===== src/design/rcpf_pkg.sv =====
// shared constants, types and a helper function for the clipped rectangle pattern fill
package rcpf_pkg;

   localparam int COORD_BITS     = 11;
   localparam int RECT_BITS      = 12;
   localparam int CALC_BITS      = RECT_BITS + 2;
   localparam int COLOR_BITS     = 16;
   localparam int PAT_BITS       = 64;
   localparam int MAX_PAT_ROWS   = 8;
   localparam int PROW_BITS      = 3;
   localparam int PROWS_REG_BITS = 4;
   localparam int MOD_CNT_BITS   = $clog2(COORD_BITS);
   localparam int CSR_ADDR_BITS  = 3;
   localparam int CSR_DATA_BITS  = 64;
   localparam int REQ_DATA_BITS  = 48;
   localparam int RSP_DATA_BITS  = 64;
   localparam int RSP_USED_BITS  = 4 * COORD_BITS + COLOR_BITS;

   // register indexes
   localparam logic [CSR_ADDR_BITS-1:0] CSR_FILL_MODE     = 3'd0;
   localparam logic [CSR_ADDR_BITS-1:0] CSR_FORE_COLOR    = 3'd1;
   localparam logic [CSR_ADDR_BITS-1:0] CSR_BACK_COLOR    = 3'd2;
   localparam logic [CSR_ADDR_BITS-1:0] CSR_PATTERN_BITS  = 3'd3;
   localparam logic [CSR_ADDR_BITS-1:0] CSR_PATTERN_ROWS  = 3'd4;
   localparam logic [CSR_ADDR_BITS-1:0] CSR_SCREEN_WIDTH  = 3'd5;
   localparam logic [CSR_ADDR_BITS-1:0] CSR_SCREEN_HEIGHT = 3'd6;

   // request and response kinds and fill modes
   localparam logic KIND_START   = 1'b0;
   localparam logic KIND_ADVANCE = 1'b1;
   localparam logic RES_WINDOW   = 1'b0;
   localparam logic RES_PIXEL    = 1'b1;
   localparam logic MODE_SOLID   = 1'b0;
   localparam logic MODE_PATTERN = 1'b1;

   typedef logic [COORD_BITS-1:0]        coord_type;
   typedef logic signed [CALC_BITS-1:0]  calc_type;

   typedef enum logic [2:0] {
      ST_READY,
      ST_CLIP1,
      ST_CLIP2,
      ST_CHECK,
      ST_MOD,
      ST_EMIT
   } state_type;

   typedef struct packed {
      logic                      fill_mode;
      logic [COLOR_BITS-1:0]     fore_color;
      logic [COLOR_BITS-1:0]     back_color;
      logic [PAT_BITS-1:0]       pattern_bits;
      logic [PROWS_REG_BITS-1:0] pattern_rows;
      coord_type                 screen_width;
      coord_type                 screen_height;
   } cfg_type;

   typedef struct packed {
      logic capture;
      logic clip1;
      logic clip2;
      logic check;
      logic mod_step;
      logic pixel;
      logic window;
   } cmd_type;

   typedef struct packed {
      logic rect_ok;
      logic mod_last;
      logic out_free;
   } sts_type;

   // row period actually used: zero acts as one, large values saturate
   function automatic logic [PROWS_REG_BITS-1:0] eff_rows(
      input logic [PROWS_REG_BITS-1:0] rows);
      logic [PROWS_REG_BITS-1:0] res;
      if (rows == '0) begin
         res = PROWS_REG_BITS'(1);
      end else if (rows > PROWS_REG_BITS'(MAX_PAT_ROWS)) begin
         res = PROWS_REG_BITS'(MAX_PAT_ROWS);
      end else begin
         res = rows;
      end
      return res;
   endfunction

endpackage


===== src/design/rcpf_csr.sv =====
// configuration register file of the rectangle fill
module rcpf_csr import rcpf_pkg::*; (
   input  logic                     clock,
   input  logic                     reset,
   input  logic                     csr_we,
   input  logic [CSR_ADDR_BITS-1:0] csr_addr,
   input  logic [CSR_DATA_BITS-1:0] csr_wdata,
   output cfg_type                  cfg
);

   cfg_type cfg_ff, cfg_in;

   always_comb begin
      cfg_in = cfg_ff;
      if (csr_we) begin
         case (csr_addr)
            CSR_FILL_MODE:     cfg_in.fill_mode     = csr_wdata[0];
            CSR_FORE_COLOR:    cfg_in.fore_color    = csr_wdata[COLOR_BITS-1:0];
            CSR_BACK_COLOR:    cfg_in.back_color    = csr_wdata[COLOR_BITS-1:0];
            CSR_PATTERN_BITS:  cfg_in.pattern_bits  = csr_wdata[PAT_BITS-1:0];
            CSR_PATTERN_ROWS:  cfg_in.pattern_rows  = csr_wdata[PROWS_REG_BITS-1:0];
            CSR_SCREEN_WIDTH:  cfg_in.screen_width  = csr_wdata[COORD_BITS-1:0];
            CSR_SCREEN_HEIGHT: cfg_in.screen_height = csr_wdata[COORD_BITS-1:0];
            default: ;
         endcase
      end
   end

   always_ff @(posedge clock) begin
      if (reset) begin
         cfg_ff.fill_mode     <= MODE_SOLID;
         cfg_ff.fore_color    <= '1;
         cfg_ff.back_color    <= '0;
         cfg_ff.pattern_bits  <= '0;
         cfg_ff.pattern_rows  <= PROWS_REG_BITS'(8);
         cfg_ff.screen_width  <= COORD_BITS'(320);
         cfg_ff.screen_height <= COORD_BITS'(480);
      end else begin
         cfg_ff <= cfg_in;
      end
   end

   assign cfg = cfg_ff;

endmodule


===== src/design/rcpf_ctrl.sv =====
// controller state machine: sequences clipping, the row remainder and result loads
module rcpf_ctrl import rcpf_pkg::*; (
   input  logic    clock,
   input  logic    reset,
   input  logic    req_tvalid,
   input  logic    req_kind,
   output logic    req_tready,
   input  sts_type sts,
   output cmd_type cmd
);

   state_type state_ff, state_in;

   always_comb begin
      state_in = state_ff;
      case (state_ff)
         ST_READY: begin
            if (req_tvalid && sts.out_free && req_kind == KIND_START) begin
               state_in = ST_CLIP1;
            end
         end
         ST_CLIP1: state_in = ST_CLIP2;
         ST_CLIP2: state_in = ST_CHECK;
         ST_CHECK: state_in = sts.rect_ok ? ST_MOD : ST_READY;
         ST_MOD: begin
            if (sts.mod_last) begin
               state_in = ST_EMIT;
            end
         end
         ST_EMIT: begin
            if (sts.out_free) begin
               state_in = ST_READY;
            end
         end
         default: state_in = ST_READY;
      endcase
   end

   always_comb begin
      cmd        = '0;
      req_tready = 1'b0;
      case (state_ff)
         ST_READY: begin
            req_tready = sts.out_free;
            if (req_tvalid && sts.out_free) begin
               if (req_kind == KIND_START) begin
                  cmd.capture = 1'b1;
               end else begin
                  cmd.pixel = 1'b1;
               end
            end
         end
         ST_CLIP1: cmd.clip1    = 1'b1;
         ST_CLIP2: cmd.clip2    = 1'b1;
         ST_CHECK: cmd.check    = 1'b1;
         ST_MOD:   cmd.mod_step = 1'b1;
         ST_EMIT:  cmd.window   = sts.out_free;
         default: ;
      endcase
   end

   always_ff @(posedge clock) begin
      if (reset) begin
         state_ff <= ST_READY;
      end else begin
         state_ff <= state_in;
      end
   end

endmodule


===== src/design/rcpf_dp.sv =====
// datapath: clipping, pattern row remainder, pixel walker and response register
module rcpf_dp import rcpf_pkg::*; (
   input  logic                        clock,
   input  logic                        reset,
   input  cmd_type                     cmd,
   output sts_type                     sts,
   input  cfg_type                     cfg,
   input  logic signed [RECT_BITS-1:0] rect_left,
   input  logic signed [RECT_BITS-1:0] rect_top,
   input  logic signed [RECT_BITS-1:0] rect_width,
   input  logic signed [RECT_BITS-1:0] rect_height,
   input  logic                        rsp_tready,
   output logic                        rsp_tvalid,
   output logic [RSP_DATA_BITS-1:0]    rsp_tdata,
   output logic                        rsp_tuser,
   output logic                        rsp_tlast
);

   // rectangle under clipping: x/y become the clipped corner, w/h the exclusive end
   calc_type rx_ff, rx_in, ry_ff, ry_in, rw_ff, rw_in, rh_ff, rh_in;
   logic     rej_ff, rej_in;

   coord_type clip_left_ff, clip_left_in, clip_right_ff, clip_right_in;
   coord_type clip_bottom_ff, clip_bottom_in, cur_col_ff, cur_col_in;
   coord_type cur_row_ff, cur_row_in;
   logic [PROW_BITS-1:0] prow_ff, prow_in;
   logic busy_ff, busy_in;

   // restoring remainder unit, one dividend bit per cycle
   coord_type               mod_y_ff, mod_y_in;
   logic [PROW_BITS-1:0]    rem_ff, rem_in;
   logic [MOD_CNT_BITS-1:0] mod_cnt_ff, mod_cnt_in;
   logic [PROW_BITS:0]      rem_trial;
   logic [PROWS_REG_BITS-1:0] rows_eff;
   logic [PROW_BITS-1:0]    rem_next;

   logic                     out_valid_ff, out_valid_in;
   logic                     out_kind_ff, out_kind_in;
   logic                     out_last_ff, out_last_in;
   coord_type                out_col_ff, out_col_in, out_row_ff, out_row_in;
   coord_type                out_right_ff, out_right_in, out_bottom_ff, out_bottom_in;
   logic [COLOR_BITS-1:0]    out_color_ff, out_color_in;

   calc_type sw_ext, sh_ext, ex_sum, ey_sum;
   logic     pix_last, pat_bit;
   logic [COLOR_BITS-1:0] pix_color;
   logic [PROWS_REG_BITS-1:0] prow_inc;

   assign sw_ext   = $signed({{(CALC_BITS-COORD_BITS){1'b0}}, cfg.screen_width});
   assign sh_ext   = $signed({{(CALC_BITS-COORD_BITS){1'b0}}, cfg.screen_height});
   assign ex_sum   = rx_ff + rw_ff;
   assign ey_sum   = ry_ff + rh_ff;
   assign rows_eff = eff_rows(cfg.pattern_rows);

   assign rem_trial = {rem_ff, mod_y_ff[COORD_BITS-1]};
   assign rem_next  = (rem_trial >= rows_eff) ? PROW_BITS'(rem_trial - rows_eff)
                                              : rem_trial[PROW_BITS-1:0];

   // pattern bit index 63 - 8*row - col is the bitwise inverse of {row, col}
   assign pat_bit   = cfg.pattern_bits[{~prow_ff, ~cur_col_ff[2:0]}];
   assign pix_color = (cfg.fill_mode == MODE_PATTERN && !pat_bit) ? cfg.back_color
                                                                 : cfg.fore_color;
   assign pix_last  = (cur_col_ff == clip_right_ff) && (cur_row_ff == clip_bottom_ff);
   assign prow_inc  = PROWS_REG_BITS'(prow_ff) + PROWS_REG_BITS'(1);

   assign sts.rect_ok  = !rej_ff && (rw_ff > rx_ff) && (rh_ff > ry_ff);
   assign sts.mod_last = (mod_cnt_ff == '0);
   assign sts.out_free = !out_valid_ff || rsp_tready;

   always_comb begin
      rx_in = rx_ff;
      ry_in = ry_ff;
      rw_in = rw_ff;
      rh_in = rh_ff;
      rej_in = rej_ff;
      if (cmd.capture) begin
         rx_in = CALC_BITS'(rect_left);
         ry_in = CALC_BITS'(rect_top);
         rw_in = CALC_BITS'(rect_width);
         rh_in = CALC_BITS'(rect_height);
      end
      if (cmd.clip1) begin
         rej_in = (rw_ff <= 0) || (rh_ff <= 0)
                  || (cfg.fill_mode == MODE_PATTERN && cfg.pattern_rows == '0);
         if (rx_ff < 0) begin
            rx_in = '0;
            rw_in = rw_ff + rx_ff;
         end
         if (ry_ff < 0) begin
            ry_in = '0;
            rh_in = rh_ff + ry_ff;
         end
      end
      if (cmd.clip2) begin
         // from here on w and h hold the exclusive right and bottom edges
         rw_in = (ex_sum > sw_ext) ? sw_ext : ex_sum;
         rh_in = (ey_sum > sh_ext) ? sh_ext : ey_sum;
      end
   end

   always_comb begin
      clip_left_in   = clip_left_ff;
      clip_right_in  = clip_right_ff;
      clip_bottom_in = clip_bottom_ff;
      cur_col_in     = cur_col_ff;
      cur_row_in     = cur_row_ff;
      prow_in        = prow_ff;
      busy_in        = busy_ff;
      mod_y_in       = mod_y_ff;
      rem_in         = rem_ff;
      mod_cnt_in     = mod_cnt_ff;
      if (cmd.capture) begin
         busy_in = 1'b0;
      end
      if (cmd.check && sts.rect_ok) begin
         clip_left_in   = rx_ff[COORD_BITS-1:0];
         cur_col_in     = rx_ff[COORD_BITS-1:0];
         cur_row_in     = ry_ff[COORD_BITS-1:0];
         clip_right_in  = COORD_BITS'(rw_ff - calc_type'(1));
         clip_bottom_in = COORD_BITS'(rh_ff - calc_type'(1));
         mod_y_in       = ry_ff[COORD_BITS-1:0];
         rem_in         = '0;
         mod_cnt_in     = MOD_CNT_BITS'(COORD_BITS - 1);
      end
      if (cmd.mod_step) begin
         rem_in     = rem_next;
         mod_y_in   = {mod_y_ff[COORD_BITS-2:0], 1'b0};
         mod_cnt_in = mod_cnt_ff - MOD_CNT_BITS'(1);
         if (sts.mod_last) begin
            prow_in = rem_next;
            busy_in = 1'b1;
         end
      end
      if (cmd.pixel && busy_ff) begin
         if (pix_last) begin
            busy_in = 1'b0;
         end else if (cur_col_ff == clip_right_ff) begin
            cur_col_in = clip_left_ff;
            cur_row_in = cur_row_ff + COORD_BITS'(1);
            prow_in    = (prow_inc >= rows_eff) ? '0 : prow_inc[PROW_BITS-1:0];
         end else begin
            cur_col_in = cur_col_ff + COORD_BITS'(1);
         end
      end
   end

   always_comb begin
      out_valid_in  = out_valid_ff;
      out_kind_in   = out_kind_ff;
      out_last_in   = out_last_ff;
      out_col_in    = out_col_ff;
      out_row_in    = out_row_ff;
      out_right_in  = out_right_ff;
      out_bottom_in = out_bottom_ff;
      out_color_in  = out_color_ff;
      if (rsp_tready) begin
         out_valid_in = 1'b0;
      end
      if (cmd.window) begin
         out_valid_in  = 1'b1;
         out_kind_in   = RES_WINDOW;
         out_last_in   = 1'b0;
         out_col_in    = clip_left_ff;
         out_row_in    = cur_row_ff;
         out_right_in  = clip_right_ff;
         out_bottom_in = clip_bottom_ff;
         out_color_in  = '0;
      end else if (cmd.pixel && busy_ff) begin
         out_valid_in  = 1'b1;
         out_kind_in   = RES_PIXEL;
         out_last_in   = pix_last;
         out_col_in    = cur_col_ff;
         out_row_in    = cur_row_ff;
         out_right_in  = '0;
         out_bottom_in = '0;
         out_color_in  = pix_color;
      end
   end

   always_ff @(posedge clock) begin
      if (reset) begin
         busy_ff      <= 1'b0;
         out_valid_ff <= 1'b0;
         mod_cnt_ff   <= '0;
      end else begin
         busy_ff      <= busy_in;
         out_valid_ff <= out_valid_in;
         mod_cnt_ff   <= mod_cnt_in;
      end
   end

   always_ff @(posedge clock) begin
      rx_ff          <= rx_in;
      ry_ff          <= ry_in;
      rw_ff          <= rw_in;
      rh_ff          <= rh_in;
      rej_ff         <= rej_in;
      clip_left_ff   <= clip_left_in;
      clip_right_ff  <= clip_right_in;
      clip_bottom_ff <= clip_bottom_in;
      cur_col_ff     <= cur_col_in;
      cur_row_ff     <= cur_row_in;
      prow_ff        <= prow_in;
      mod_y_ff       <= mod_y_in;
      rem_ff         <= rem_in;
      out_kind_ff    <= out_kind_in;
      out_last_ff    <= out_last_in;
      out_col_ff     <= out_col_in;
      out_row_ff     <= out_row_in;
      out_right_ff   <= out_right_in;
      out_bottom_ff  <= out_bottom_in;
      out_color_ff   <= out_color_in;
   end

   assign rsp_tvalid = out_valid_ff;
   assign rsp_tuser  = out_kind_ff;
   assign rsp_tlast  = out_last_ff;
   assign rsp_tdata  = {{(RSP_DATA_BITS-RSP_USED_BITS){1'b0}}, out_color_ff,
                        out_bottom_ff, out_right_ff, out_row_ff, out_col_ff};

endmodule


===== src/design/clipped_rect_pattern_fill.sv =====
// Clipped rectangle fill with a one-bit repeating pattern. A start request
// (tuser 0) is clipped to the screen and, if anything is left (and, in pattern
// mode, the pattern row count is not zero), answered by one address window
// response; it occupies the block through the accept, the clipping states and
// the 11-step restoring remainder unit that finds the starting pattern row,
// then the load of the window response. A rejected start gives no response and
// frees the block after the clip check. Each advance request (tuser 1) gives
// one pixel response, one request a cycle unless a response stalls, from a
// single response register, reloadable in the cycle its content is taken.
// Advances with no rectangle running are dropped; the last pixel has rsp_tlast.
module clipped_rect_pattern_fill import rcpf_pkg::*; (
   input  logic                     clock,
   input  logic                     reset,
   input  logic                     req_tvalid,
   output logic                     req_tready,
   // rect_left, rect_top, rect_width, rect_height
   input  logic [REQ_DATA_BITS-1:0] req_tdata,
   // kind
   input  logic                     req_tuser,
   output logic                     rsp_tvalid,
   input  logic                     rsp_tready,
   // col_or_left, row_or_top, window_right, window_bottom, pixel_color, zero pad
   output logic [RSP_DATA_BITS-1:0] rsp_tdata,
   // result_kind
   output logic                     rsp_tuser,
   output logic                     rsp_tlast,
   input  logic                     csr_we,
   input  logic [CSR_ADDR_BITS-1:0] csr_addr,
   input  logic [CSR_DATA_BITS-1:0] csr_wdata
);

   cfg_type cfg;
   cmd_type cmd;
   sts_type sts;

   logic signed [RECT_BITS-1:0] rect_left, rect_top, rect_width, rect_height;

   assign rect_left   = $signed(req_tdata[RECT_BITS-1:0]);
   assign rect_top    = $signed(req_tdata[2*RECT_BITS-1:RECT_BITS]);
   assign rect_width  = $signed(req_tdata[3*RECT_BITS-1:2*RECT_BITS]);
   assign rect_height = $signed(req_tdata[4*RECT_BITS-1:3*RECT_BITS]);

   rcpf_csr u_csr (
      .clock     (clock),
      .reset     (reset),
      .csr_we    (csr_we),
      .csr_addr  (csr_addr),
      .csr_wdata (csr_wdata),
      .cfg       (cfg)
   );

   rcpf_ctrl u_ctrl (
      .clock      (clock),
      .reset      (reset),
      .req_tvalid (req_tvalid),
      .req_kind   (req_tuser),
      .req_tready (req_tready),
      .sts        (sts),
      .cmd        (cmd)
   );

   rcpf_dp u_dp (
      .clock       (clock),
      .reset       (reset),
      .cmd         (cmd),
      .sts         (sts),
      .cfg         (cfg),
      .rect_left   (rect_left),
      .rect_top    (rect_top),
      .rect_width  (rect_width),
      .rect_height (rect_height),
      .rsp_tready  (rsp_tready),
      .rsp_tvalid  (rsp_tvalid),
      .rsp_tdata   (rsp_tdata),
      .rsp_tuser   (rsp_tuser),
      .rsp_tlast   (rsp_tlast)
   );

endmodule


===== config.mk =====
export PLATFORM = sky130hd
export DESIGN_NAME = clipped_rect_pattern_fill
export DESIGN_NICKNAME = d
export VERILOG_FILES = /design/src/design/rcpf_pkg.sv /design/src/design/rcpf_csr.sv /design/src/design/rcpf_ctrl.sv /design/src/design/rcpf_dp.sv /design/src/design/clipped_rect_pattern_fill.sv
export SDC_FILE = /design/constraint.sdc
export NUM_CORES = 1
export LEC_CHECK = 0
export ABC_CLOCK_PERIOD_IN_PS = 7700
export BUFFER_PORTS_ARGS = -buffer_cell sky130_fd_sc_hd__buf_2
export CAP_MARGIN = 15
export CORE_MARGIN = 4
export CORE_UTILIZATION = 60
export CTS_BUF_LIST = sky130_fd_sc_hd__clkbuf_4 sky130_fd_sc_hd__clkbuf_8 sky130_fd_sc_hd__clkbuf_16
export DETAILED_ROUTE_END_ITERATION = 6
export GPL_TIMING_DRIVEN = 0
export PLACE_DENSITY = 0.85
export REMOVE_ABC_BUFFERS = 1
export SYNTH_ARGS = -nofsm -noshare
export SYNTH_HDL_FRONTEND = slang
export SYNTH_SLANG_ARGS = --single-unit

===== constraint.sdc =====
create_clock -name clock -period 7.7 [get_ports clock]
set_input_delay 0.77 -clock clock [delete_from_list [all_inputs] [get_ports clock]]
set_output_delay 0.77 -clock clock [all_outputs]
set_load 0.05 [all_outputs]

After elaboration in Yosys (flattened, before gate mapping)
Cells that the tools add are included.
- flip-flop bits (word level): 323
- bits in latches: 0
- RAM bits: 0
- bits in read-only memories: 0
- memories kept: 0
- add/sub/neg operators: 9
- multiply operators: 0
- div/mod/pow operators: 0
- $lt $le $gt $ge: 12
- eq/ne operators: 16
- shift operators: 0
- muxes and demuxes: 74
- bitwise operators: 3
- reduce and logical (&&, ||, !) cells: 30
- operators by type and width (kind ; count):
    14-bit two-way mux ; 16
    11-bit two-way mux ; 17
    3-bit two-way mux ; 13
    14-bit adder ; 2
    14-bit by 12-bit > comparator with 1-bit output ; 2
    14-bit > comparator ; 2
    14-bit by 1-bit <= comparator with 1-bit output (second input constant) ; 2
    14-bit by 1-bit less-than comparator with 1-bit output (second input constant) ; 2
    11-bit by 1-bit adder with 11-bit output (second input constant) ; 2
    11-bit equality test ; 2
    11-bit by 2-bit subtractor with 11-bit output (second input constant) ; 2
    1-bit two-way mux ; 21
    3-bit one-hot mux with 6 select lines ; 1
    16-bit two-way mux ; 1
    4-bit two-way mux ; 4
    3-bit equality test (second input constant) ; 5
    2-bit AND reduction ; 7
    3-bit by 2-bit equality test with 1-bit output (second input constant) ; 4
    1-bit logical AND ; 9
    4-bit greater-or-equal comparator ; 2
    4-bit zero test ; 2
    6-bit by 7-bit less-than comparator with 1-bit output (second input constant) ; 1
    1-bit binary-select mux with 6-bit select ; 1
    3-bit by 1-bit equality test with 1-bit output (second input constant) ; 2
    other kinds (14) ; 22

Longest topological paths before layout
Gate-level depths: netlist of the first run.
- depth after elaboration: 10
- depth in mapped cells: 20
- depth with buffers taken out: 19

By module
A second synthesis of the first run with hierarchy kept.
- cell total of the unflattened synthesis: 1811
- area total of the unflattened synthesis: 17689.5 sq um
- by module, submodules not included (module ; instances ; cells an instance ; area each (sq um) ; sequential area each (sq um)):
    rcpf_dp ; 1 ; 1290 ; 12311.8 ; 4854.7
    rcpf_csr ; 1 ; 493 ; 5149.9 ; 2462.4
    rcpf_ctrl ; 1 ; 28 ; 227.7 ; 60.1

Least setup slack after synthesis of the first run
No wires, ideal clock.
- kind: flip-flop to flip-flop
- start point: reg u_dp.rh_ff[0]
- end point: reg u_dp.rh_ff[6]
- setup time: 0.122 ns
- data arrival time: 3.843 ns
- setup slack: 3.736 ns
- stages on the path, launching flop included: 21
- buffers on the path: 1
- period minus slack after synthesis: 3.964 ns
- cell sequence: dfxtp_1 > ha_1 > inv_1 > fa_1 > or2_1 > a221oi_1 > o41ai_2 > o21ba_2 > nor2_1 > nor2_1 > o21bai_1 > xnor2_1 > ha_1 > and3_1 > a221oi_1 > o21ai_0 > o31a_1 > nor3_1 > nor3_1 > clkbuf_1 > a221o_1
- longest elaborated chain between the ends: 4
- elaborated cells on any way between the ends: 6
- those cells by class: add/sub (1); order compare (1); mux (4)
- RTL lines (what ; RTL line ; source):
    start, declared ; rcpf_dp.sv:20 ; calc_type rx_ff, rx_in, ry_ff, ry_in, rw_ff, rw_in, rh_ff, rh_in;
    start signal, assigned ; rcpf_dp.sv:196 ; rh_ff <= rh_in;
    14-bit adder * ; rcpf_dp.sv:52, rcpf_dp.sv:91 ;
    14-bit by 12-bit > comparator with 1-bit output or 14-bit two-way mux (tied branches) ; rcpf_dp.sv:97, rcpf_dp.sv:89 ;
    14-bit two-way mux (on tied branches) ; rcpf_dp.sv:97, rcpf_dp.sv:82 ;
    14-bit two-way mux * ; rcpf_dp.sv:94 ; if (cmd.clip2) begin
    via u_dp.rh_in[6] ; rcpf_dp.sv:20 ;
Mark *: on every way through the listed nets, which the timed path passes. The rest lies on a longest branch.
A chain may end at the register's enable or synchronous reset.

Worst setup path in the final report of the first run
- start point: reg u_dp.ry_ff[0]
- end point: reg u_dp.rh_ff[1]
- longest elaborated chain between the ends: 4
- elaborated cells on any way between the ends: 7
- those cells by class: add/sub (1); order compare (2); mux (4)
- RTL lines (what ; RTL line ; source):
    start, declared ; rcpf_dp.sv:20 ;
    start signal, assigned ; rcpf_dp.sv:194 ; ry_ff <= ry_in;
    14-bit adder or 14-bit by 1-bit less-than comparator with 1-bit output (tied branches) ; rcpf_dp.sv:52, rcpf_dp.sv:91, rcpf_dp.sv:89 ;
    14-bit by 12-bit > comparator with 1-bit output or 14-bit two-way mux (tied branches) ; rcpf_dp.sv:97, rcpf_dp.sv:89 ;
    14-bit two-way mux (on tied branches) ; rcpf_dp.sv:97, rcpf_dp.sv:82 ;
    14-bit two-way mux * ; rcpf_dp.sv:94 ;
    via u_dp.rh_in[1] ; rcpf_dp.sv:20 ;
Marked as above.

==> results.toml, run 1 <==
[worst_setup_path]
slowest_stage = "nor3_1"
worstSetupPathType = "reg2reg"
startpoint_type = "flop"
cpPeakStageDelay_ns = 0.93
worstPathRequired_ns = 8.04
cp.arrival_ns = 5.35
end_kind = "flop"
cp_cell_sequence = "ha_1, inv_1, fa_1, or2_1, a221oi_1, o41ai_2, o21ba_2, nor2_1, nor2_1, o21bai_1, xnor2_1, ha_1, and3_1, nand3_1, o21ai_0, o31a_1, nor3_1, nor3_1, a222oi_1"
crit_fanout = 11

[synthesis]
synth_top_area_share_pct = 28.5
synth_xor_area_share_pct = 4.03
synth_common_cells = "nand2_1 (408), dfxtp_1 (232), a21oi_1 (190)"
seq_area_frac_synth_pct = 45.3
synth_compound_area_share_pct = 14.6
synth_area_leader_cell = "dfxtp_1"
synth_top_family_by_area = "simple AND/OR/NAND/NOR gates"
async_flop_share_pct = 0
ys_types = 73
ys.flop_type = "dfxtp_1"
synth_fa_ha_area_share_pct = 7.36
synthSimpleGateAreaFrac_pct = 18.5
synth-edff-count = 91
yosys-mux-area-fraction_pct = 5.30
syn-cell-area_um2 = 16300
synth.most_common_cell = "nand2_1"
yosysWarnings = 0
syn_avg_cell_area_um2 = 8.95
ys_top_cells_by_area = "dfxtp_1 (29%), edfxtp_1 (17%), nand2_1 (9.4%)"
ys_ff_latch = 323
syn_inst = 1820

[pwr]
p_per_area_nw_per_um2 = 358
p_switching_w = 0.00257
seqPwrFrac_pct = 35.7
clock_power_share_pct = 26.3
power.total_w = 0.00674
peakVddDrop_mv = 0.284
swShare_pct = 38.1
p_int_w = 0.00418
p_leak_nw = 7.90
combPwrFrac_pct = 37.9

[routing]
drtIter0Drc = 1513
vias = 13900
route.detailed.wl_per_inst_um = 18.4
wl_met3_um = 3970
ant_nets = 0
drc = 8
totalWireLength_um = 42900
top_layer = "met5"
dr.pass1.iters = 7
wl_met1_um = 16900
via_per_inst = 5.93
wl_met2_um = 20300

[timing]
slew_headroom_pct = 18.7
hold_violations = 0
timing.hold.ws_ns = 0.451
tightest_slew_ns = 1.21
fmax_mhz = 200
grt_setup_unrepaired = "false"
layout_min_cycle_time_ns = 5.00
setup_viol = 0
fin_worst_skew_ns = 0.0223
post-route-period-util_pct = 65.0
drv_slew = 0

[cts]
clock_tree.root_cell = "clkbuf_16"
htreeDepth = 2
clk-insertion-delay-late_ns = 0.53
post_cts_buffers = 0
ctsHoldBuffers = 0
path_clk_slew_ns = 0.06
cts_tree = "done"
post_cts_resized = 0
clock-sinks = 323
cts_buffer_depth = 3
cts_inserted_buffers = 35

[grt]
grt_pass1_wl_um = 68200
grt_usage_pct = 27.5
grt_antenna_before_repair = 3
grt_max_degree = 79
first_global_vias = 13500
grt.overflow.total = 0

[floorplanning]
die_x_um = 173
fp.dieArea_um2 = 29800
rows = 60
die_h_um = 173
io_pins = 189
core_region_area_um2 = 26800
start_util_pct = 60.8

[placement]
hpwl_um = 30700
place.gp.congestion = 0.953
port_buffers = 184

[run_status]
status = "finished with violations"
violations = "design-rule violations"

[finish]
syn2layout_area_growth_pct = 15.5
fin_nets = 2183
drive_gt1_share_pct = 15.1

[run]
cap_violations = 0

[hold_path]
hold_path.class = "reg2reg"
stage by stage:
step | cells | util [%] | setup slack [ns] | area [um^2] | setup TNS (ns)
after floorplan | 1725 | - | 2.06 | 15900 | 0
after global placement | 2250 | 64.3 | -0.733 | 17200 | -18.39
after detailed placement | 2268 | 65.4 | 2.90 | 17500 | 0
after CTS | 2332 | 70.0 | 2.81 | 18800 | 0
after global routing | 2338 | 70.2 | 2.51 | 18800 | 0
final | 2338 | 70.2 | 2.70 | 18800 | 0
layer usage:
| metal | vias to the layer above | GRT usage [%] |
|---|---|---|
| met5 | - | 0 |
| met4 | 2 | 12.3 |
| met1 | 6479 | 35.2 |
| met3 | 121 | 5.09 |
| met2 | 656 | 45.8 |
| li1 | 6607 | - |
final timing paths:
| check | startpoint | cells after the start | to | slack [ns] |
|---|---|---|---|---|
| max | u_dp.ry_ff[0] | 19 | u_dp.rh_ff[1] | 2.70 |
| min | u_csr.cfg[67] | 2 | u_csr.cfg[67] | 0.45 |
| max reg2reg | u_dp.ry_ff[0] | 19 | u_dp.rh_ff[1] | 2.70 |
| min reg2reg | u_csr.cfg[67] | 2 | u_csr.cfg[67] | 0.45 |
cell families (layout without fill, tap and decap cells):
group,after synthesis,count (layout)
simple gates,681,681
compound gates,381,381
flops,323,323
buf+inv,200,372
fa+ha+maj,94,94
xor+xnor,75,75
mux,65,65
other cells,1,6
registers in the layout (all words and copies together), names as in the netlist, 3 cells and up:
| signal | cells |
|---|---|
| u_csr.cfg | 123 |
| u_ctrl.state_ff | 3 |
| u_dp.clip_bottom_ff | 11 |
| u_dp.clip_left_ff | 11 |
| u_dp.clip_right_ff | 11 |
| u_dp.cur_col_ff | 11 |
| u_dp.cur_row_ff | 11 |
| u_dp.mod_cnt_ff | 4 |
| u_dp.mod_y_ff | 11 |
| u_dp.out_bottom_ff | 11 |
| u_dp.out_col_ff | 11 |
| u_dp.out_color_ff | 16 |
| u_dp.out_right_ff | 11 |
| u_dp.out_row_ff | 11 |
| u_dp.prow_ff | 3 |
| u_dp.rem_ff | 3 |
| u_dp.rh_ff | 14 |
| u_dp.rw_ff | 14 |
| u_dp.rx_ff | 14 |
| u_dp.ry_ff | 14 |
power groups by stage:
stage	Sequential [W]	Combinational, W	Clock (W)
2_1_floorplan	0.00232	0.00190	0
3_3_place_gp	0.00242	0.00235	0
3_5_place_dp	0.00242	0.00247	0
4_1_cts	0.00239	0.00252	0.00178
5_1_grt	0.00244	0.00284	0.00186
6_report	0.00241	0.00256	0.00177
worst max-delay path, delay by kind of cell, from the launching register on:
kind | cells | cell delay, ns
xor+xnor | 1 | 0.12
fa+ha+maj | 3 | 0.94
buf+inv | 1 | 0.06
compound gates | 7 | 1.56
simple gates | 7 | 1.68
flops | 1 | 0.45
layout by cell type (no fill, tap or decap), types with 12 or more instances in the layout:
| cell | n |
|---|---|
| a21o_1 | 17 |
| mux2i_1 | 48 |
| a211oi_1 | 12 |
| mux4_2 | 17 |
| nor2_1 | 65 |
| nand2b_1 | 16 |
| a221oi_1 | 14 |
| and2_1 | 32 |
| buf_2 | 183 |
| ha_1 | 91 |
| edfxtp_1 | 91 |
| nor3_1 | 22 |
| dfxtp_1 | 232 |
| inv_1 | 101 |
| nand3_1 | 58 |
| clkbuf_16 | 35 |
| xor2_1 | 35 |
| nand2_1 | 407 |
| o21ai_0 | 18 |
| o21ai_1 | 47 |
| xnor2_1 | 40 |
| a21oi_1 | 190 |
| nor4_1 | 16 |
final cells by class:
| class | instances | area, um^2 |
|---|---|---|
| flip-flops and latches | 323 | 7380 |
| well taps | 341 | 427 |
| fillers | 1897 | 7990 |
| inverters | 102 | 383 |
| clock inverters | 15 | 218 |
| repair buffers | 206 | 1240 |
| clock buffers | 49 | 1020 |
| multi-input cells | 1300 | 8140 |
| diodes | 2 | 5.00 |
(Power assumes the default switching activity.)
==> inputs of run 2 (changes only) <==
- ABC_AREA: unset -> 1
- ABC_CLOCK_PERIOD_IN_PS: 7700 -> 4300
- CORE_UTILIZATION: 60 -> 54
- PLACE_DENSITY: 0.85 -> 0.8
- clock period: 7.7 -> 4.3 ns (I/O delays scaled with it)
==> results.toml, run 2 <==
[run_status]
status = "finished, final reports clean"

[worst_setup_path]
cp.arrival_ns = 4.22
worstSetupPathType = "reg2reg"
slowest_stage = "dfxtp_1"
cpPeakStageDelay_ns = 0.37
crit_fanout = 12
worst-r2r-cell-count = 24
critPathMostFrequentCell = "nand2_1"
worstPathRequired_ns = 4.72
startpoint_type = "flop"
r2r_start = "u_dp.ry_ff[1]"
r2r-end = "u_dp.rh_ff[7]"
cp_cell_sequence = "inv_1, ha_1, inv_1, nand3_1, nand2_1, nand2_1, nand2_1, inv_1, o21ai_0, xor2_1, inv_1, ha_1, nand2_1, inv_1, o21ai_0, nand2_1, a21oi_1, nand2_1, nand2_1, nand3_2, nand2_4, nand2_1, nand3_1, nand2_1"
reg2reg_slack_ns = 0.50
end_kind = "flop"

[routing]
route.detailed.wl_per_inst_um = 15.9
drc = 0
drtIter0Drc = 1304
vias = 15600
dr.pass1.iters = 5
via_per_inst = 5.42
totalWireLength_um = 45700
ant_nets = 0

[timing]
hold_violations = 0
fmax_mhz = 263
fin_tns_setup_ns = 0
slew_headroom_pct = 32.6
post-route-period-util_pct = 88.3
setup_slack_ns = 0.502
drv_slew = 0
layout_min_cycle_time_ns = 3.80
setup_viol = 0
tightest_slew_ns = 1.01
grt_setup_unrepaired = "false"
fin_worst_skew_ns = 0.0194

[synthesis]
synth_common_cells = "nand2_1 (480), inv_1 (359), dfxtp_1 (232)"
async_flop_share_pct = 0
ys_types = 51
syn_inst = 2316
synth_top_area_share_pct = 26.8
yosysWarnings = 0
synth.most_common_cell = "nand2_1"
synth-edff-count = 91
ys_top_cells_by_area = "dfxtp_1 (27%), edfxtp_1 (16%), nand2_1 (10%)"
seq_area_frac_synth_pct = 42.5
ys_ff_latch = 323
syn_avg_cell_area_um2 = 7.49
synth_area_leader_cell = "dfxtp_1"
syn-cell-area_um2 = 17400
ys.flop_type = "dfxtp_1"

[grt]
grt_antenna_before_repair = 1
grt.overflow.total = 0
grt_usage_pct = 25.1
grt_max_degree = 118
first_global_vias = 14900
grt_pass1_wl_um = 73800

[cts]
clk-insertion-delay-late_ns = 0.54
post_cts_resized = 0
path_clk_slew_ns = 0.06
htreeDepth = 2
clock-sinks = 323
cts_buffer_depth = 3
clock_tree.root_cell = "clkbuf_16"
ctsHoldBuffers = 0
post_cts_buffers = 0
cts_inserted_buffers = 35
cts_tree = "done"

[finish]
fin_nets = 2664
design_area_um2 = 19700
drive_gt1_share_pct = 11.7
mostFrequentLayoutCells = "nand2_1 (478), inv_1 (358), dfxtp_1 (232)"
syn2layout_area_growth_pct = 13.4
largest_reg_flops = 123
final_common_cell = "nand2_1"

[floorplanning]
core_region_area_um2 = 31600
rows = 65
die_h_um = 187
start_util_pct = 54.9
fp.dieArea_um2 = 35100
die_x_um = 187
io_pins = 189

[placement]
port_buffers = 184
preCtsSetupSlack_ns = -0.0576
hpwl_um = 33700
placed_area_um2 = 18400
place.gp.congestion = 0.906

[pwr]
swShare_pct = 44.2
seqPwrFrac_pct = 30.6
p_int_w = 0.00780
p_switching_w = 0.00618
p_per_area_nw_per_um2 = 710
clock_power_share_pct = 22.3
combPwrFrac_pct = 47.1
p_leak_nw = 9.40
peakVddDrop_mv = 0.320

[hold_path]
min_to = "u_csr.cfg[87]"
hp-start = "csr_wdata[61]"
holdPathStages = 3
hold_path.class = "in2reg"

[run]
cap_violations = 0
run 2: changes by cell type in the layout (fill, tap and decap cells not counted), moves of 30 or more:
cell,before,now
nand2_1,407,478
nand3_1,58,227
a21oi_1,190,159
o21ai_0,18,185
xnor2_1,40,10
o21ai_1,47,4
nor2_1,65,158
o211ai_1,2,47
mux2i_1,48,0
and2_1,32,1
inv_1,101,358
run 2: kinds of logic after synthesis:
family | Yosys count | synth area share (%)
fa+ha+maj | 94 | 6.91
other cells | 1 | 0.0216
simple gates | 937 | 23.0
xor+xnor | 59 | 2.98
buf+inv | 468 | 10.8
flops | 323 | 42.5
compound gates | 434 | 13.7
run 2: critical path, delay by kind of cell, from the launching register on:
| family | cells | cell delay (ns) |
|---|---|---|
| flip-flops | 1 | 0.37 |
| AO/OA/AOI/OAI | 3 | 0.47 |
| AND/OR/NAND/NOR | 13 | 1.44 |
| adder cells (fa/ha/maj) | 2 | 0.63 |
| XOR/XNOR | 1 | 0.36 |
| buffers and inverters | 5 | 0.41 |
run 2: stage by stage:
step	cells	util, %	total power (W)	hold slack [ns]
after floorplan	2221	-	0.00898	0.431
after global placement	2807	57.9	0.0105	0.435
after detailed placement	2812	58.3	0.0107	0.435
after CTS	2876	62.0	0.0138	0.106
after global routing	2879	62.2	0.0151	0.126
final	2879	62.2	0.0140	0.116
run 2: per-layer routing:
| layer | track usage (%) | wire, um | vias up |
|---|---|---|---|
| met5 | 0 | 0 | - |
| met4 | 8.96 | 1480 | 0 |
| met3 | 3.90 | 3290 | 99 |
| met2 | 40.8 | 21000 | 565 |
| met1 | 34.2 | 20000 | 7144 |
| li1 | - | - | 7801 |
run 2: worst max-delay path by stage:
stage	end	cells after the start	slack [ns]	from
final	u_dp.rh_ff[7]	24	0.50	u_dp.ry_ff[1]
after global routing	u_dp.rw_ff[9]	20	0.09	u_dp.rw_ff[2]
after CTS	u_dp.rsp_tvalid	8	0.15	u_dp.rsp_tvalid
after detailed placement	u_dp.rsp_tvalid	8	-0.06	rsp_tready
after global placement	u_dp.rsp_tvalid	8	-0.40	rsp_tready
after floorplan	u_dp.rsp_tvalid	8	0.82	u_dp.rsp_tvalid
run 2: power by group through the flow:
stage | combinational, W | sequential (W) | clock, W
floorplan | 0.00476 | 0.00422 | 0
CTS | 0.00643 | 0.00426 | 0.00314
finish | 0.00659 | 0.00428 | 0.00311
global route | 0.00749 | 0.00435 | 0.00327
detailed placement | 0.00637 | 0.00432 | 0
global placement | 0.00614 | 0.00432 | 0
run 2: cell type report:
cell class                      count  area, um^2
Fill cell                        2748       11900
Sequential cell                   323        7380
Clock inverter                     18         205
Inverter                          370        1400
Multi-Input combinational cell   1528        8150
Antenna cell                        1        2.50
Clock buffer                       46         990
Tap cell                          402         503
Timing Repair Buffer              191        1070
==> inputs of run 3 (changes only) <==
- BUFFER_PORTS_ARGS: -buffer_cell sky130_fd_sc_hd__buf_2 -> unset
- CORE_UTILIZATION: 54 -> 58
- DONT_BUFFER_PORTS: unset -> 1
- PLACE_DENSITY: 0.8 -> 0.79
==> results.toml, run 3 (synthesis gave the netlist of run 2 again) <==
[finish]
multi_input_area_um2 = 8140
stdcell_count = 2685
final_common_cell = "nand2_1"
largest_reg_flops = 123
drive_gt1_share_pct = 4.62
utilization_pct = 63.9
mostFrequentLayoutCells = "nand2_1 (478), inv_1 (358), dfxtp_1 (232)"
final.fill_count = 2550
fin_nets = 2482
seqCellArea_um2 = 7380
syn2layout_area_growth_pct = 8.77

[worst_setup_path]
cp.arrival_ns = 4.29
crit_fanout = 12
reg2reg_slack_ns = 0.42
worstPathRequired_ns = 4.71
worstSetupPathType = "reg2reg"
end_kind = "flop"
startpoint = "u_dp.rw_ff[2]"
r2r_start = "u_dp.rw_ff[2]"
worst-r2r-cell-count = 20
startpoint_type = "flop"
r2r-end = "u_dp.rw_ff[9]"

[timing]
tightest_slew_ns = 1.02
fmax_mhz = 258
setup_viol = 0
fin_tns_setup_ns = 0
fin_worst_skew_ns = 0.0166
hold_violations = 0
post-route-period-util_pct = 90.3
slew_headroom_pct = 31.6
grt_setup_unrepaired = "false"
setup_slack_ns = 0.418
layout_min_cycle_time_ns = 3.88
drv_slew = 0

[routing]
dr.pass1.iters = 5
vias = 15000
totalWireLength_um = 45300
drc = 0
ant_nets = 0
via_per_inst = 5.59
drtIter0Drc = 1172
route.detailed.wl_per_inst_um = 16.9

[grt]
grt_antenna_before_repair = 1
grt_pass1_wl_um = 72100
first_global_vias = 14300
grt.overflow.total = 0
grt_usage_pct = 26.5
grt_max_degree = 118

[pwr]
p_leak_nw = 8.74
peakVddDrop_mv = 0.430
p_per_area_nw_per_um2 = 749
power.total_w = 0.0141

[cts]
cts_inserted_buffers = 36
cts_tree = "done"
clk-insertion-delay-late_ns = 0.52
path_clk_slew_ns = 0.07
htreeDepth = 2
clock-sinks = 323
cts_buffer_depth = 3
clock_tree.root_cell = "clkbuf_16"

[floorplanning]
die_h_um = 181
start_util_pct = 58.7
die_x_um = 181
core_region_area_um2 = 29600
io_pins = 189
fp.dieArea_um2 = 32800
rows = 63

[hold_path]
hold_path.class = "in2reg"
hp-start = "csr_wdata[10]"
holdPathStages = 2
min_to = "u_csr.cfg[116]"

[run_status]
status = "finished, final reports clean"

[placement]
port_buffers = 0
place.gp.congestion = 0.944
dp.cells = 2617
preCtsSetupSlack_ns = 0.304
hpwl_um = 32600

[run]
cap_violations = 0
[run 3: changes by cell type in the layout (fill, tap and decap cells not counted), sizes merged]
cell and delta:
bufinv +2, clkinv -4, dlygate4sd3 +1, clkbuf +4, buf -184, inv -1
[run 3: where the power goes]
part / leakage, nW / switching, W / total [W] / internal (W)
Sequential: 2.70 / 0.000709 / 0.00439 / 0.00368
Clock: 0.657 / 0.00126 / 0.00337 / 0.00211
Combinational: 5.38 / 0.00417 / 0.00639 / 0.00222
Total: 8.74 / 0.00614 / 0.0141 / 0.00801
[run 3: critical path, cell delays in order (launching register included)]
cell and delay, ns:
dfxtp_1 0.48, ha_1 0.34, inv_1 0.11, nand3_1 0.08, nand2_1 0.13, nand2_1 0.07
nand2_1 0.13, nand2_1 0.09, o21ai_0 0.35, xor2_1 0.25, ha_1 0.29, a21oi_1 0.14
o21ai_0 0.09, a21oi_1 0.16, nand2_1 0.07, nand2_1 0.08, nand3_1 0.34, nand2_2 0.33
nand2_1 0.08, nand3_1 0.11, nand2_1 0.06
[run 3: what timing repair did]
action | CTS | global route
setup endpoints to repair | 0 | 22
hold endpoints to repair | 4 | 0
hold buffers | 1 | 0
setup buffers | 0 | 0
gates resized for setup | 0 | 4
[run 3: how the worst max path moves through the flow]
stage,endpoint,cells past startpoint
2_1_floorplan,u_dp.rsp_tvalid,8
3_3_place_gp,u_dp.rh_ff[10],9
3_5_place_dp,u_dp.rh_ff[9],24
4_1_cts,u_dp.rh_ff[2],24
5_1_grt,u_dp.rw_ff[10],20
6_report,u_dp.rw_ff[9],20
[run 3: area by class of cell]
| class | count | share of cell area, % |
|---|---|---|
| clock inverter | 15 | 1.16 |
| sequential | 323 | 39.1 |
| multi-input combinational | 1528 | 43.1 |
| antenna | 1 | 0.0133 |
| clock buffer | 50 | 5.87 |
| timing repair buffer | 8 | 0.808 |
| inverter | 370 | 7.39 |
| tap | 390 | 2.58 |
[run 3: routing by layer]
layer  wire, um  vias up  part of all wire (%)  track usage (%)
met4       1380        0                   3.1             8.38
li1           -     7433                     -                -
met5          0        -                     0                0
met2      20800      518                    46             43.2
met3       2970      103                   6.6             4.79
met1      20100     6962                    44             36.1
[run 3: metrics by stage]
step	cell area [um^2]	hold WS, ns
after global placement	17400	0.439
after global routing	18900	0.0381
final	18900	0.0448
after CTS	18800	0.0328
after floorplan	16900	0.431
after detailed placement	17500	0.443
